## config.mk

```make
export PLATFORM = sky130hd
export DESIGN_NAME = escape_time_fractal_pixel
export DESIGN_NICKNAME = d
export VERILOG_FILES = /design/src/hw/rtl/etf_pkg.sv /design/src/hw/rtl/etf_cfg.sv /design/src/hw/rtl/etf_dp.sv /design/src/hw/rtl/etf_ctrl.sv /design/src/hw/rtl/escape_time_fractal_pixel.sv
export VERILOG_INCLUDE_DIRS = /design/src /design/src/hw/rtl
export SDC_FILE = /design/constraint.sdc
export NUM_CORES = 2
export LEC_CHECK = 0
export BUFFER_PORTS_ARGS = -buffer_cell sky130_fd_sc_hd__buf_2
export CORE_ASPECT_RATIO = 0.9
export CORE_MARGIN = 1
export CORE_UTILIZATION = 56
export CTS_BUF_LIST = sky130_fd_sc_hd__clkbuf_4
export DETAILED_ROUTE_END_ITERATION = 6
export PLACE_DENSITY_LB_ADDON = 0.3
export SLEW_MARGIN = 20
export SYNTH_ARGS = -nofsm -noshare
export SYNTH_HDL_FRONTEND = slang
export SYNTH_SLANG_ARGS = --single-unit
```

## constraint.sdc

```tcl
create_clock -name clk_i -period 13.5 [get_ports clk_i]
set_input_delay 0 -clock clk_i [delete_from_list [all_inputs] [get_ports clk_i]]
set_output_delay 0 -clock clk_i [all_outputs]
set_load 0.02 [all_outputs]
```

## src/hw/rtl/escape_time_fractal_pixel_macros.svh

```systemverilog
// Assertion macros shared by the escape-time fractal pixel block.
// Depends on nothing; included by the top level only.
`ifndef ESCAPE_TIME_FRACTAL_PIXEL_MACROS_SVH
`define ESCAPE_TIME_FRACTAL_PIXEL_MACROS_SVH

// Same-cycle implication, checked on the rising clock, off during reset.
`define ETF_ASSERT_IMPL(label, clk, rst_n, ante, cons, msg) \
  label: assert property (@(posedge clk) disable iff (!rst_n) (ante) |-> (cons)) \
    else $error(msg);

// Next-cycle implication, checked on the rising clock, off during reset.
`define ETF_ASSERT_NEXT(label, clk, rst_n, ante, cons, msg) \
  label: assert property (@(posedge clk) disable iff (!rst_n) (ante) |=> (cons)) \
    else $error(msg);

`endif

```

## src/hw/rtl/etf_pkg.sv

```systemverilog
// Package for the escape-time fractal pixel block: constants, types and
// fixed-point helper functions. Depends on nothing.
package etf_pkg;

  // Fixed-point format and field widths.
  localparam int unsigned FracBits    = 26;
  localparam int unsigned WordW       = 32;
  localparam int unsigned ProdW       = 2 * WordW;
  localparam int unsigned AccW        = ProdW + 1;
  localparam int unsigned CoordW      = 16;
  localparam int unsigned CountW      = 20;
  localparam int unsigned ExpW        = 4;
  localparam int unsigned CfgIdxW     = 3;
  localparam int unsigned MaxExponent = 8;
  localparam int unsigned EscBit      = 2 * FracBits + 1;
  localparam int unsigned TestW       = 8;

  localparam logic [CountW-1:0]       LimitCap  = CountW'(1000000);
  localparam logic signed [WordW-1:0] OneFix    = WordW'(1) << FracBits;
  localparam logic [CountW-1:0]       LimitRst  = CountW'(256);
  localparam logic [ExpW-1:0]         ExpRst    = ExpW'(2);

  // Configuration register indexes.
  localparam logic [CfgIdxW-1:0] RegOriginReal = 3'd0;
  localparam logic [CfgIdxW-1:0] RegOriginImag = 3'd1;
  localparam logic [CfgIdxW-1:0] RegStepReal   = 3'd2;
  localparam logic [CfgIdxW-1:0] RegStepImag   = 3'd3;
  localparam logic [CfgIdxW-1:0] RegIterLimit  = 3'd4;
  localparam logic [CfgIdxW-1:0] RegMode       = 3'd5;
  localparam logic [CfgIdxW-1:0] RegExponent   = 3'd6;

  typedef enum logic [1:0] {
    MODE_ZERO  = 2'd0,
    MODE_QUAD  = 2'd1,
    MODE_POWER = 2'd2,
    MODE_TEST  = 2'd3
  } mode_e;

  typedef struct packed {
    logic signed [WordW-1:0] origin_real;
    logic signed [WordW-1:0] origin_imag;
    logic signed [WordW-1:0] step_real;
    logic signed [WordW-1:0] step_imag;
    logic [CountW-1:0]       iteration_limit;
    mode_e                   mode;
    logic [ExpW-1:0]         exponent;
  } cfg_t;

  // Operand pairs for the shared multiplier.
  typedef enum logic [3:0] {
    MUL_X_SR  = 4'd0,
    MUL_Y_SI  = 4'd1,
    MUL_XY    = 4'd2,
    MUL_PR_ZR = 4'd3,
    MUL_PI_ZI = 4'd4,
    MUL_PR_ZI = 4'd5,
    MUL_PI_ZR = 4'd6,
    MUL_ZR_ZR = 4'd7,
    MUL_ZI_ZI = 4'd8
  } mul_sel_e;

  // Sources for the result register.
  typedef enum logic [1:0] {
    RES_ZERO      = 2'd0,
    RES_TEST      = 2'd1,
    RES_COUNT     = 2'd2,
    RES_COUNT_INC = 2'd3
  } res_sel_e;

  // Commands from the controller to the datapath.
  typedef struct packed {
    logic     load_xy;
    mul_sel_e mul_sel;
    logic     acc_load;
    logic     cr_load;
    logic     ci_load;
    logic     p_load;
    logic     p_one;
    logic     pr_cmul;
    logic     pi_cmul;
    logic     z_clear;
    logic     z_update;
    logic     cnt_clear;
    logic     cnt_inc;
    logic     res_load;
    res_sel_e res_sel;
    logic     out_load;
  } cmd_t;

  // Status from the datapath to the controller.
  typedef struct packed {
    logic escaped;
    logic cnt_last;
    logic limit_zero;
  } sts_t;

  // Saturate a wide signed value to one word.
  function automatic logic signed [WordW-1:0] sat_word(input logic signed [AccW-1:0] v);
    logic [AccW-WordW:0] hi;
    hi = v[AccW-1:WordW-1];
    if ((&hi) || (~|hi)) begin
      return v[WordW-1:0];
    end else if (v[AccW-1]) begin
      return {1'b1, {(WordW-1){1'b0}}};
    end else begin
      return {1'b0, {(WordW-1){1'b1}}};
    end
  endfunction

  // Floor shift by the fraction width, then saturate.
  function automatic logic signed [WordW-1:0] shift_sat(input logic signed [AccW-1:0] v);
    logic signed [AccW-1:0] s;
    s = v >>> FracBits;
    return sat_word(s);
  endfunction

endpackage

```

## src/hw/rtl/etf_cfg.sv

```systemverilog
// Configuration register file of the escape-time fractal pixel block.
// Depends on etf_pkg for the register indexes and the cfg_t type.
module etf_cfg (
  input  logic                          clk_i,
  input  logic                          rst_ni,
  input  logic                          cfg_we_i,
  input  logic [etf_pkg::CfgIdxW-1:0]   cfg_idx_i,
  input  logic [etf_pkg::WordW-1:0]     cfg_wdata_i,
  output etf_pkg::cfg_t                 cfg_o
);

  etf_pkg::cfg_t cfg_q, cfg_d;

  // Decode a write into the addressed register; unknown indexes are ignored.
  always_comb begin
    cfg_d = cfg_q;
    if (cfg_we_i) begin
      case (cfg_idx_i)
        etf_pkg::RegOriginReal: cfg_d.origin_real = cfg_wdata_i;
        etf_pkg::RegOriginImag: cfg_d.origin_imag = cfg_wdata_i;
        etf_pkg::RegStepReal:   cfg_d.step_real   = cfg_wdata_i;
        etf_pkg::RegStepImag:   cfg_d.step_imag   = cfg_wdata_i;
        etf_pkg::RegIterLimit:  cfg_d.iteration_limit = cfg_wdata_i[etf_pkg::CountW-1:0];
        etf_pkg::RegMode:       cfg_d.mode = etf_pkg::mode_e'(cfg_wdata_i[1:0]);
        etf_pkg::RegExponent:   cfg_d.exponent = cfg_wdata_i[etf_pkg::ExpW-1:0];
        default: begin
          cfg_d = cfg_q;
        end
      endcase
    end
  end

  // Register storage with the documented reset values.
  always_ff @(posedge clk_i or negedge rst_ni) begin
    if (!rst_ni) begin
      cfg_q.origin_real     <= '0;
      cfg_q.origin_imag     <= '0;
      cfg_q.step_real       <= '0;
      cfg_q.step_imag       <= '0;
      cfg_q.iteration_limit <= etf_pkg::LimitRst;
      cfg_q.mode            <= etf_pkg::MODE_QUAD;
      cfg_q.exponent        <= etf_pkg::ExpRst;
    end else begin
      cfg_q <= cfg_d;
    end
  end

  assign cfg_o = cfg_q;

endmodule

```

## src/hw/rtl/etf_dp.sv

```systemverilog
// Datapath of the escape-time fractal pixel block: one shared 32x32
// multiplier, an accumulator, the point and orbit registers and the result.
// Depends on etf_pkg; driven by commands from etf_ctrl.
module etf_dp (
  input  logic                        clk_i,
  input  etf_pkg::cfg_t               cfg_i,
  input  logic [etf_pkg::CoordW-1:0]  pixel_x_i,
  input  logic [etf_pkg::CoordW-1:0]  pixel_y_i,
  input  etf_pkg::cmd_t               cmd_i,
  output etf_pkg::sts_t               sts_o,
  output logic [etf_pkg::CountW-1:0]  iteration_count_o
);

  logic [etf_pkg::CoordW-1:0]       x_q, y_q;
  logic signed [etf_pkg::WordW-1:0] cr_q, ci_q, zr_q, zi_q, pr_q, pi_q;
  logic signed [etf_pkg::ProdW-1:0] prod_q, prod_d;
  logic signed [etf_pkg::AccW-1:0]  acc_q, prod_ext, sum_val, diff_val;
  logic [etf_pkg::CountW-1:0]       count_q, res_q, out_q, limit_eff, res_d;
  logic signed [etf_pkg::WordW-1:0] mul_a, mul_b, x_word, y_word;

  assign x_word = {{(etf_pkg::WordW-etf_pkg::CoordW){1'b0}}, x_q};
  assign y_word = {{(etf_pkg::WordW-etf_pkg::CoordW){1'b0}}, y_q};

  // Operand selection for the shared multiplier.
  always_comb begin
    case (cmd_i.mul_sel)
      etf_pkg::MUL_X_SR:  begin mul_a = x_word; mul_b = cfg_i.step_real; end
      etf_pkg::MUL_Y_SI:  begin mul_a = y_word; mul_b = cfg_i.step_imag; end
      etf_pkg::MUL_XY:    begin mul_a = x_word; mul_b = y_word; end
      etf_pkg::MUL_PR_ZR: begin mul_a = pr_q;   mul_b = zr_q; end
      etf_pkg::MUL_PI_ZI: begin mul_a = pi_q;   mul_b = zi_q; end
      etf_pkg::MUL_PR_ZI: begin mul_a = pr_q;   mul_b = zi_q; end
      etf_pkg::MUL_PI_ZR: begin mul_a = pi_q;   mul_b = zr_q; end
      etf_pkg::MUL_ZR_ZR: begin mul_a = zr_q;   mul_b = zr_q; end
      etf_pkg::MUL_ZI_ZI: begin mul_a = zi_q;   mul_b = zi_q; end
      default:            begin mul_a = zr_q;   mul_b = zr_q; end
    endcase
  end

  assign prod_d   = mul_a * mul_b;
  assign prod_ext = {prod_q[etf_pkg::ProdW-1], prod_q};
  assign sum_val  = acc_q + prod_ext;
  assign diff_val = acc_q - prod_ext;

  // Iteration limit, capped at its documented maximum.
  assign limit_eff = (cfg_i.iteration_limit > etf_pkg::LimitCap) ?
                     etf_pkg::LimitCap : cfg_i.iteration_limit;

  // Status: the escape test reads the sum of both squares, which is never negative.
  assign sts_o.escaped    = |sum_val[etf_pkg::AccW-1:etf_pkg::EscBit];
  assign sts_o.cnt_last   = ({1'b0, count_q} + (etf_pkg::CountW+1)'(1)) == {1'b0, limit_eff};
  assign sts_o.limit_zero = (limit_eff == '0);

  // Result source selection.
  always_comb begin
    case (cmd_i.res_sel)
      etf_pkg::RES_ZERO:      res_d = '0;
      etf_pkg::RES_TEST:      res_d = {{(etf_pkg::CountW-etf_pkg::TestW){1'b0}},
                                       prod_q[etf_pkg::TestW-1:0]};
      etf_pkg::RES_COUNT:     res_d = count_q;
      etf_pkg::RES_COUNT_INC: res_d = count_q + etf_pkg::CountW'(1);
      default:                res_d = '0;
    endcase
  end

  // Payload registers; the controller sequences every load.
  always_ff @(posedge clk_i) begin
    prod_q <= prod_d;
    if (cmd_i.load_xy) begin
      x_q <= pixel_x_i;
      y_q <= pixel_y_i;
    end
    if (cmd_i.acc_load) begin
      acc_q <= prod_ext;
    end
    if (cmd_i.cr_load) begin
      cr_q <= etf_pkg::sat_word({{(etf_pkg::AccW-etf_pkg::WordW){cfg_i.origin_real[etf_pkg::WordW-1]}},
                                 cfg_i.origin_real} + prod_ext);
    end
    if (cmd_i.ci_load) begin
      ci_q <= etf_pkg::sat_word({{(etf_pkg::AccW-etf_pkg::WordW){cfg_i.origin_imag[etf_pkg::WordW-1]}},
                                 cfg_i.origin_imag} + prod_ext);
    end
    // Power accumulator: start from z (or one), then one complex product a pass.
    if (cmd_i.p_load) begin
      if (cmd_i.p_one) begin
        pr_q <= etf_pkg::OneFix;
        pi_q <= '0;
      end else begin
        pr_q <= zr_q;
        pi_q <= zi_q;
      end
    end
    if (cmd_i.pr_cmul) begin
      pr_q <= etf_pkg::shift_sat(diff_val);
    end
    if (cmd_i.pi_cmul) begin
      pi_q <= etf_pkg::shift_sat(sum_val);
    end
    // Orbit update: z = z^e - c, saturated per component.
    if (cmd_i.z_clear) begin
      zr_q <= '0;
      zi_q <= '0;
    end else if (cmd_i.z_update) begin
      zr_q <= etf_pkg::sat_word({{(etf_pkg::AccW-etf_pkg::WordW){pr_q[etf_pkg::WordW-1]}}, pr_q} -
                                {{(etf_pkg::AccW-etf_pkg::WordW){cr_q[etf_pkg::WordW-1]}}, cr_q});
      zi_q <= etf_pkg::sat_word({{(etf_pkg::AccW-etf_pkg::WordW){pi_q[etf_pkg::WordW-1]}}, pi_q} -
                                {{(etf_pkg::AccW-etf_pkg::WordW){ci_q[etf_pkg::WordW-1]}}, ci_q});
    end
    if (cmd_i.cnt_clear) begin
      count_q <= '0;
    end else if (cmd_i.cnt_inc) begin
      count_q <= count_q + etf_pkg::CountW'(1);
    end
    if (cmd_i.res_load) begin
      res_q <= res_d;
    end
    if (cmd_i.out_load) begin
      out_q <= res_q;
    end
  end

  assign iteration_count_o = out_q;

endmodule

```

## src/hw/rtl/etf_ctrl.sv

```systemverilog
// Controller of the escape-time fractal pixel block: sequences the shared
// multiplier, the iteration loop and both handshakes. Depends on etf_pkg.
module etf_ctrl (
  input  logic                      clk_i,
  input  logic                      rst_ni,
  input  logic                      in_valid_i,
  output logic                      in_stall_o,
  output logic                      out_valid_o,
  input  logic                      out_stall_i,
  input  etf_pkg::mode_e            cfg_mode_i,
  input  logic [etf_pkg::ExpW-1:0]  cfg_exponent_i,
  input  etf_pkg::sts_t             sts_i,
  output etf_pkg::cmd_t             cmd_o
);

  typedef enum logic [16:0] {
    S_IDLE     = 17'h00001,
    S_CR_MUL   = 17'h00002,
    S_CR_ADD   = 17'h00004,
    S_CI_ADD   = 17'h00008,
    S_LOADP    = 17'h00010,
    S_CM_A     = 17'h00020,
    S_CM_B     = 17'h00040,
    S_CM_C     = 17'h00080,
    S_CM_D     = 17'h00100,
    S_CM_E     = 17'h00200,
    S_ZUPD     = 17'h00400,
    S_SQ_A     = 17'h00800,
    S_SQ_B     = 17'h01000,
    S_SQ_C     = 17'h02000,
    S_TEST_MUL = 17'h04000,
    S_TEST_RES = 17'h08000,
    S_DONE     = 17'h10000
  } state_e;

  state_e                    state_q, state_d;
  logic [etf_pkg::ExpW-1:0]  k_q, k_d, e_eff;
  logic                      out_valid_q, out_valid_d;
  etf_pkg::cmd_t             cmd;

  // Effective exponent: two in quadratic mode, else the register clamped.
  always_comb begin
    if (cfg_mode_i == etf_pkg::MODE_QUAD) begin
      e_eff = etf_pkg::ExpW'(2);
    end else if (cfg_exponent_i > etf_pkg::ExpW'(etf_pkg::MaxExponent)) begin
      e_eff = etf_pkg::ExpW'(etf_pkg::MaxExponent);
    end else begin
      e_eff = cfg_exponent_i;
    end
  end

  // Next state and command decode.
  always_comb begin
    state_d     = state_q;
    k_d         = k_q;
    cmd         = '0;
    cmd.mul_sel = etf_pkg::MUL_ZR_ZR;
    cmd.res_sel = etf_pkg::RES_ZERO;
    case (state_q)
      S_IDLE: begin
        if (in_valid_i) begin
          cmd.load_xy   = 1'b1;
          cmd.z_clear   = 1'b1;
          cmd.cnt_clear = 1'b1;
          case (cfg_mode_i)
            etf_pkg::MODE_ZERO: begin
              cmd.res_load = 1'b1;
              cmd.res_sel  = etf_pkg::RES_ZERO;
              state_d      = S_DONE;
            end
            etf_pkg::MODE_TEST: state_d = S_TEST_MUL;
            default:            state_d = S_CR_MUL;
          endcase
        end
      end
      // Point c = origin + coordinate * step, one component a cycle.
      S_CR_MUL: begin
        cmd.mul_sel = etf_pkg::MUL_X_SR;
        state_d     = S_CR_ADD;
      end
      S_CR_ADD: begin
        cmd.cr_load = 1'b1;
        cmd.mul_sel = etf_pkg::MUL_Y_SI;
        state_d     = S_CI_ADD;
      end
      S_CI_ADD: begin
        cmd.ci_load = 1'b1;
        if (sts_i.limit_zero) begin
          cmd.res_load = 1'b1;
          cmd.res_sel  = etf_pkg::RES_COUNT;
          state_d      = S_DONE;
        end else begin
          state_d = S_LOADP;
        end
      end
      // Start of one iteration: seed the power with z, or with one.
      S_LOADP: begin
        cmd.p_load = 1'b1;
        cmd.p_one  = (e_eff == '0);
        if (e_eff >= etf_pkg::ExpW'(2)) begin
          k_d     = e_eff - etf_pkg::ExpW'(1);
          state_d = S_CM_A;
        end else begin
          state_d = S_ZUPD;
        end
      end
      // One complex product p = p * z, states S_CM_A through S_CM_E.
      S_CM_A: begin
        cmd.mul_sel = etf_pkg::MUL_PR_ZR;
        state_d     = S_CM_B;
      end
      S_CM_B: begin
        cmd.acc_load = 1'b1;
        cmd.mul_sel  = etf_pkg::MUL_PI_ZI;
        state_d      = S_CM_C;
      end
      S_CM_C: begin
        cmd.pr_cmul = 1'b1;
        cmd.mul_sel = etf_pkg::MUL_PR_ZI;
        state_d     = S_CM_D;
      end
      S_CM_D: begin
        cmd.acc_load = 1'b1;
        cmd.mul_sel  = etf_pkg::MUL_PI_ZR;
        state_d      = S_CM_E;
      end
      S_CM_E: begin
        cmd.pi_cmul = 1'b1;
        if (k_q == etf_pkg::ExpW'(1)) begin
          state_d = S_ZUPD;
        end else begin
          k_d     = k_q - etf_pkg::ExpW'(1);
          state_d = S_CM_A;
        end
      end
      S_ZUPD: begin
        cmd.z_update = 1'b1;
        state_d      = S_SQ_A;
      end
      // Escape test on the squared magnitude of the new z.
      S_SQ_A: begin
        cmd.mul_sel = etf_pkg::MUL_ZR_ZR;
        state_d     = S_SQ_B;
      end
      S_SQ_B: begin
        cmd.acc_load = 1'b1;
        cmd.mul_sel  = etf_pkg::MUL_ZI_ZI;
        state_d      = S_SQ_C;
      end
      S_SQ_C: begin
        if (sts_i.escaped) begin
          cmd.res_load = 1'b1;
          cmd.res_sel  = etf_pkg::RES_COUNT;
          state_d      = S_DONE;
        end else if (sts_i.cnt_last) begin
          cmd.res_load = 1'b1;
          cmd.res_sel  = etf_pkg::RES_COUNT_INC;
          state_d      = S_DONE;
        end else begin
          cmd.cnt_inc = 1'b1;
          state_d     = S_LOADP;
        end
      end
      // Test pattern: low byte of the coordinate product.
      S_TEST_MUL: begin
        cmd.mul_sel = etf_pkg::MUL_XY;
        state_d     = S_TEST_RES;
      end
      S_TEST_RES: begin
        cmd.res_load = 1'b1;
        cmd.res_sel  = etf_pkg::RES_TEST;
        state_d      = S_DONE;
      end
      // Hand the result to the output register once it is free.
      S_DONE: begin
        if (!out_valid_q || !out_stall_i) begin
          cmd.out_load = 1'b1;
          state_d      = S_IDLE;
        end
      end
      default: begin
        state_d = S_IDLE;
      end
    endcase
  end

  // Output valid flag: set on load, cleared once the item is taken.
  always_comb begin
    if (cmd.out_load) begin
      out_valid_d = 1'b1;
    end else if (!out_stall_i) begin
      out_valid_d = 1'b0;
    end else begin
      out_valid_d = out_valid_q;
    end
  end

  always_ff @(posedge clk_i or negedge rst_ni) begin
    if (!rst_ni) begin
      state_q     <= S_IDLE;
      k_q         <= '0;
      out_valid_q <= 1'b0;
    end else begin
      state_q     <= state_d;
      k_q         <= k_d;
      out_valid_q <= out_valid_d;
    end
  end

  assign in_stall_o  = (state_q != S_IDLE);
  assign out_valid_o = out_valid_q;
  assign cmd_o       = cmd;

endmodule

```

## src/hw/rtl/escape_time_fractal_pixel.sv

```systemverilog
// Escape-time fractal pixel engine. Each item is one pixel coordinate; the
// block forms c = origin + coordinate * step and iterates z = z^e - c from
// zero in signed Q6.26 until |z|^2 >= 2 or the iteration limit, returning
// the escaping step's index (or the limit). All products go through one
// shared 32x32 multiplier. Items are worked on one at a time; a finished
// result waits in the output register while the next item is accepted.
// Configuration should only be written while the block is idle.
// Depends on etf_pkg, etf_cfg, etf_ctrl, etf_dp and the assertion macros.
`include "escape_time_fractal_pixel_macros.svh"

module escape_time_fractal_pixel (
  input  logic                          clk_i,
  input  logic                          rst_ni,
  input  logic                          cfg_we_i,
  input  logic [etf_pkg::CfgIdxW-1:0]   cfg_idx_i,
  input  logic [etf_pkg::WordW-1:0]     cfg_wdata_i,
  input  logic                          in_valid_i,
  output logic                          in_stall_o,
  input  logic [etf_pkg::CoordW-1:0]    pixel_x_i,
  input  logic [etf_pkg::CoordW-1:0]    pixel_y_i,
  output logic                          out_valid_o,
  input  logic                          out_stall_i,
  output logic [etf_pkg::CountW-1:0]    iteration_count_o
);

  etf_pkg::cfg_t cfg;
  etf_pkg::cmd_t cmd;
  etf_pkg::sts_t sts;

  // Configuration registers.
  etf_cfg u_cfg (
    .clk_i       (clk_i),
    .rst_ni      (rst_ni),
    .cfg_we_i    (cfg_we_i),
    .cfg_idx_i   (cfg_idx_i),
    .cfg_wdata_i (cfg_wdata_i),
    .cfg_o       (cfg)
  );

  // Sequencer.
  etf_ctrl u_ctrl (
    .clk_i          (clk_i),
    .rst_ni         (rst_ni),
    .in_valid_i     (in_valid_i),
    .in_stall_o     (in_stall_o),
    .out_valid_o    (out_valid_o),
    .out_stall_i    (out_stall_i),
    .cfg_mode_i     (cfg.mode),
    .cfg_exponent_i (cfg.exponent),
    .sts_i          (sts),
    .cmd_o          (cmd)
  );

  // Arithmetic and result registers.
  etf_dp u_dp (
    .clk_i             (clk_i),
    .cfg_i             (cfg),
    .pixel_x_i         (pixel_x_i),
    .pixel_y_i         (pixel_y_i),
    .cmd_i             (cmd),
    .sts_o             (sts),
    .iteration_count_o (iteration_count_o)
  );

  // An accepted item keeps the block busy in the following cycle.
  `ETF_ASSERT_NEXT(a_busy_after_accept, clk_i, rst_ni, in_valid_i && !in_stall_o, in_stall_o, "item accepted but block not busy next cycle")

  // The output register is only overwritten when free or being emptied.
  `ETF_ASSERT_IMPL(a_out_load_free, clk_i, rst_ni, cmd.out_load, !out_valid_o || !out_stall_i, "output register overwritten while holding an item")

  // The iteration count only advances when the pixel neither escaped nor hit the limit.
  `ETF_ASSERT_IMPL(a_cnt_inc_legal, clk_i, rst_ni, cmd.cnt_inc, !sts.escaped && !sts.cnt_last, "iteration count advanced past termination")

endmodule

```

==> flow_summary_export.csv <==
group,metric,value,unit
worst_hold_path,worstHoldPathType,"primary input to flip-flop",
layout,drive_above_1_share,8.54,%
setup_path,slowest_stage,"o21a_1",
sta,fmax,78.3,MHz
layout,syn_to_final_growth,7.96,%
yosys,synth_area_leaders,"fa_1, edfxtp_1, ha_1",
clocking,postCtsSetupBuffers,0,
grt,grt_max_degree,109,
clocking,max-clock-path-buffers,3,
grt,use_met2,57.2,%
yosys,synthMuxAreaShare,3.10,%
place,portBuffers,93,
grt,grt_pass1_vias,66100,
outcome,status,"completed",
yosys,synth_compound_area_share,14.7,%
grt,grt_use_met3,11.4,%
setup_path,crit_path_end_kind,"flip-flop",
yosys,ys_ff_latch,588,
setup_path,reg2reg_slack,0.73,ns
yosys,yosysMostFrequentCell,"inv_1",
sta,fin_crit,12.77,ns
yosys,synth_top_area_cell,"fa_1",
clocking,clock-sinks,588,
clocking,clkTransAtPathRegs,0.09,ns
grt,track_usage,39.3,%
grt,grt_overflow,0,
clocking,cts-hold-fix-buffers,154,
grt,grt_busiest_layer,"met2",
yosys,synth.yosys.seq_area_share,19.6,%
yosys,synth-edff-count,264,
drt,wl,276000,um
layout,seq_area,15300,um2
yosys,yosys.area.top_type_share,27.9,%
sta,clock_skew,0.0942,ns
sta,relSlewSlack,19.8,%
pwr,power,7.09,mW
pwr,ir_worst_vdd,0.0000862,V
clocking,htree_levels,4,
setup_path,path_max_fanout,32,
sta,period_share,94.6,%
die,die_h,356,um
place,gp_congestion,1.05,
clocking,numCtsBuffers,147,
die,rows,129,
yosys,synth-xor-area-share,3.75,%
layout,nets,10500,
setup_path,path_class,"flip-flop to flip-flop",
drt,vias,66900,
drt,drtIter0Drc,7912,
sta,drv_slew,0,
sta,hold_viol,0,
grt,grt_use_met1,54.0,%
drt,remaining_drc_errors,0,
yosys,avgSynthCellArea,9.00,um2
setup_path,crit_arrival,13.73,ns
yosys,synth-main-ff-cell,"edfxtp_1",
pwr,leakage,37.9,nW
pwr,cellPowerDensity,84.4,nW/um2
yosys,async_flop_share,29.9,%
die,die_w,395,um
setup_path,cp.required,14.46,ns
yosys,syn_inst,8652,
yosys,synth_cell_types,110,
setup_path,slowest_delay,0.78,ns
setup_path,cp-start-kind,"flip-flop",
yosys,synth_common_cells,"inv_1, fa_1, nand2_1, nor2_1, a21oi_1",
yosys,netlist_area,77900,um2
drt,ant_nets,0,
clocking,cts_resized,0,
grt,grt_first_pass_wirelength,414000,um
drt,wl_per_cell,25.7,um
sta,worst_pin_slew,1.19,ns
layout,multi_input_area,56400,um2
die,fp.dieArea,141000,um2
clocking,cts_tree,"yes",
clocking,clkLatencyLatePin,1.11,ns
yosys,synth_warnings,0,
layout,fillCellCount,12000,
yosys,synth-simple-area-share,14.0,%
yosys,synth_fa_ha_area_share,36.6,%
grt,antenna_found_initial,12,
place,dp_hpwl,222000,um
die,pin_count,94,
drt,viasPerCell,6.22,
yosys,syn-num-nets,10300,
die,initial_core_util,56.6,%
clocking,cts-root-buf,"clkbuf_4",
job,maxCapViolCount,0,
sta,fin_tns_setup,0,ns
sta,rsz0062_at_grt,"no",
yosys,synth_top_family_by_area,"adder cells",
die,core-area,138000,um2
drt,drtPass1Iterations,7,
setup_path,crit_top_cell,"fa_1",
sta,setup_violations,0,
[path summary, 6_finish.rpt]
| kind | start | endpoint | depth (start not counted) |
|---|---|---|---|
| worst min register to register | u_dp.res_q[10]$_DFFE_PP_ | u_dp.iteration_count_o[10]$_DFFE_PP_ | 0 |
| min in group asynchronous | rst_ni | u_ctrl.state_q[0]$_DFFE_PN1P_ | 4 |
| worst min-delay path | pixel_y_i[1] | u_dp.y_q[1]$_DFFE_PP_ | 3 |
| max in group asynchronous | rst_ni | u_cfg.cfg_o[119]$_DFFE_PN0P_ | 5 |
| worst max register to register | u_ctrl.state_q[9]$_DFFE_PN0P_ | u_dp.prod_q[57]$_DFF_P_ | 37 |
| worst max-delay path | u_ctrl.state_q[9]$_DFFE_PN0P_ | u_dp.prod_q[57]$_DFF_P_ | 37 |
[stage by stage]
| stage | setup slack (ns) | hold slack, ns | utilization [%] | cells | instance area, um2 |
|---|---|---|---|---|---|
| after floorplan | 1.70 | -0.296 | - | 8652 | 77900 |
| after global placement | 1.22 | 0.176 | 58.4 | 10300 | 80400 |
| after detailed placement | 1.13 | 0.178 | 58.4 | 10300 | 80400 |
| after CTS | 1.06 | 0.0384 | 61.0 | 10700 | 84000 |
| after global routing | 0.253 | 0.119 | 61.0 | 10700 | 84000 |
| final | 0.730 | 0.150 | 61.1 | 10800 | 84100 |
[kinds of logic after synthesis]
group / Yosys count
and+or+nand+nor: 2434
buffers and inverters: 1685
xor gates and xnor gates: 333
adders and majority gates: 1633
AOI/OAI and AO/OA: 1757
DFF: 588
muxes: 222
[sequential cells by signal, summed over array words and instances, names as in the netlist]
signal / cells
u_dp.ci_q: 32
u_cfg.cfg_o: 154
u_dp.zr_q: 32
u_dp.cr_q: 32
u_dp.pr_q: 32
u_dp.prod_q: 64
u_dp.iteration_count_o: 20
u_dp.zi_q: 32
u_dp.x_q: 16
u_dp.count_q: 20
u_ctrl.out_valid_o: 1
u_dp.y_q: 16
u_dp.pi_q: 32
u_ctrl.k_q: 4
u_dp.res_q: 20
u_ctrl.state_q: 17
u_dp.acc_q: 64
[placed cells by master, fill, tap and decap left out, types with 32 or more instances in the layout]
cell and instances:
a211o_1 43, a21o_1 180, a21oi_1 590, a221o_1 39, a22oi_1 32, a31oi_1 51, and2_1 33, and3_1 59
buf_2 92, buf_4 160, clkbuf_4 213, clkinv_1 42, dfrtp_1 172, dfxtp_1 148, dlygate4sd3_1 153, edfxtp_1 264
fa_1 1086, ha_1 511, inv_1 1255, maj3_1 36, mux2_2 151, mux2i_1 67, nand2_1 942, nand2b_1 53
nand3_1 116, nand4_1 85, nor2_1 748, nor2b_1 51, nor3_1 125, nor4_1 42, o21a_1 75, o21ai_0 325
o21bai_1 74, or3_1 45, xnor2_1 212, xor2_1 120
[worst max-delay path, delay by kind of cell (launching register included)]
kind            cells  cell delay, ns
compound gates     12            3.87
simple gates       11            3.06
buf+inv             4            0.47
fa+ha+maj           9            4.48
xor+xnor            1            0.27
flops               1            0.44
[area by class of cell]
type                    count  area share, %
well taps                1834           2.73
flip-flops and latches    588           18.2
repair buffers            411           3.93
multi-input cells        6379           67.1
diodes                      8         0.0238
clock inverters            60          0.491
clock buffers             213           1.90
inverters                1263           5.64
[report_power, final]
part	total, mW	switching (mW)	internal (mW)	leakage [nW]
Clock	1.68	0.845	0.834	1.19
Combinational	3.11	2.09	1.02	31.2
Sequential	2.30	0.218	2.08	5.57
Total	7.09	3.15	3.94	37.9
[per-layer routing]
metal,wire (um),part of all wire (%)
met5,100,0.036
met4,15700,5.7
met3,34400,12
met2,116000,42
met1,109000,40
Power figures use the tool's default switching activity.
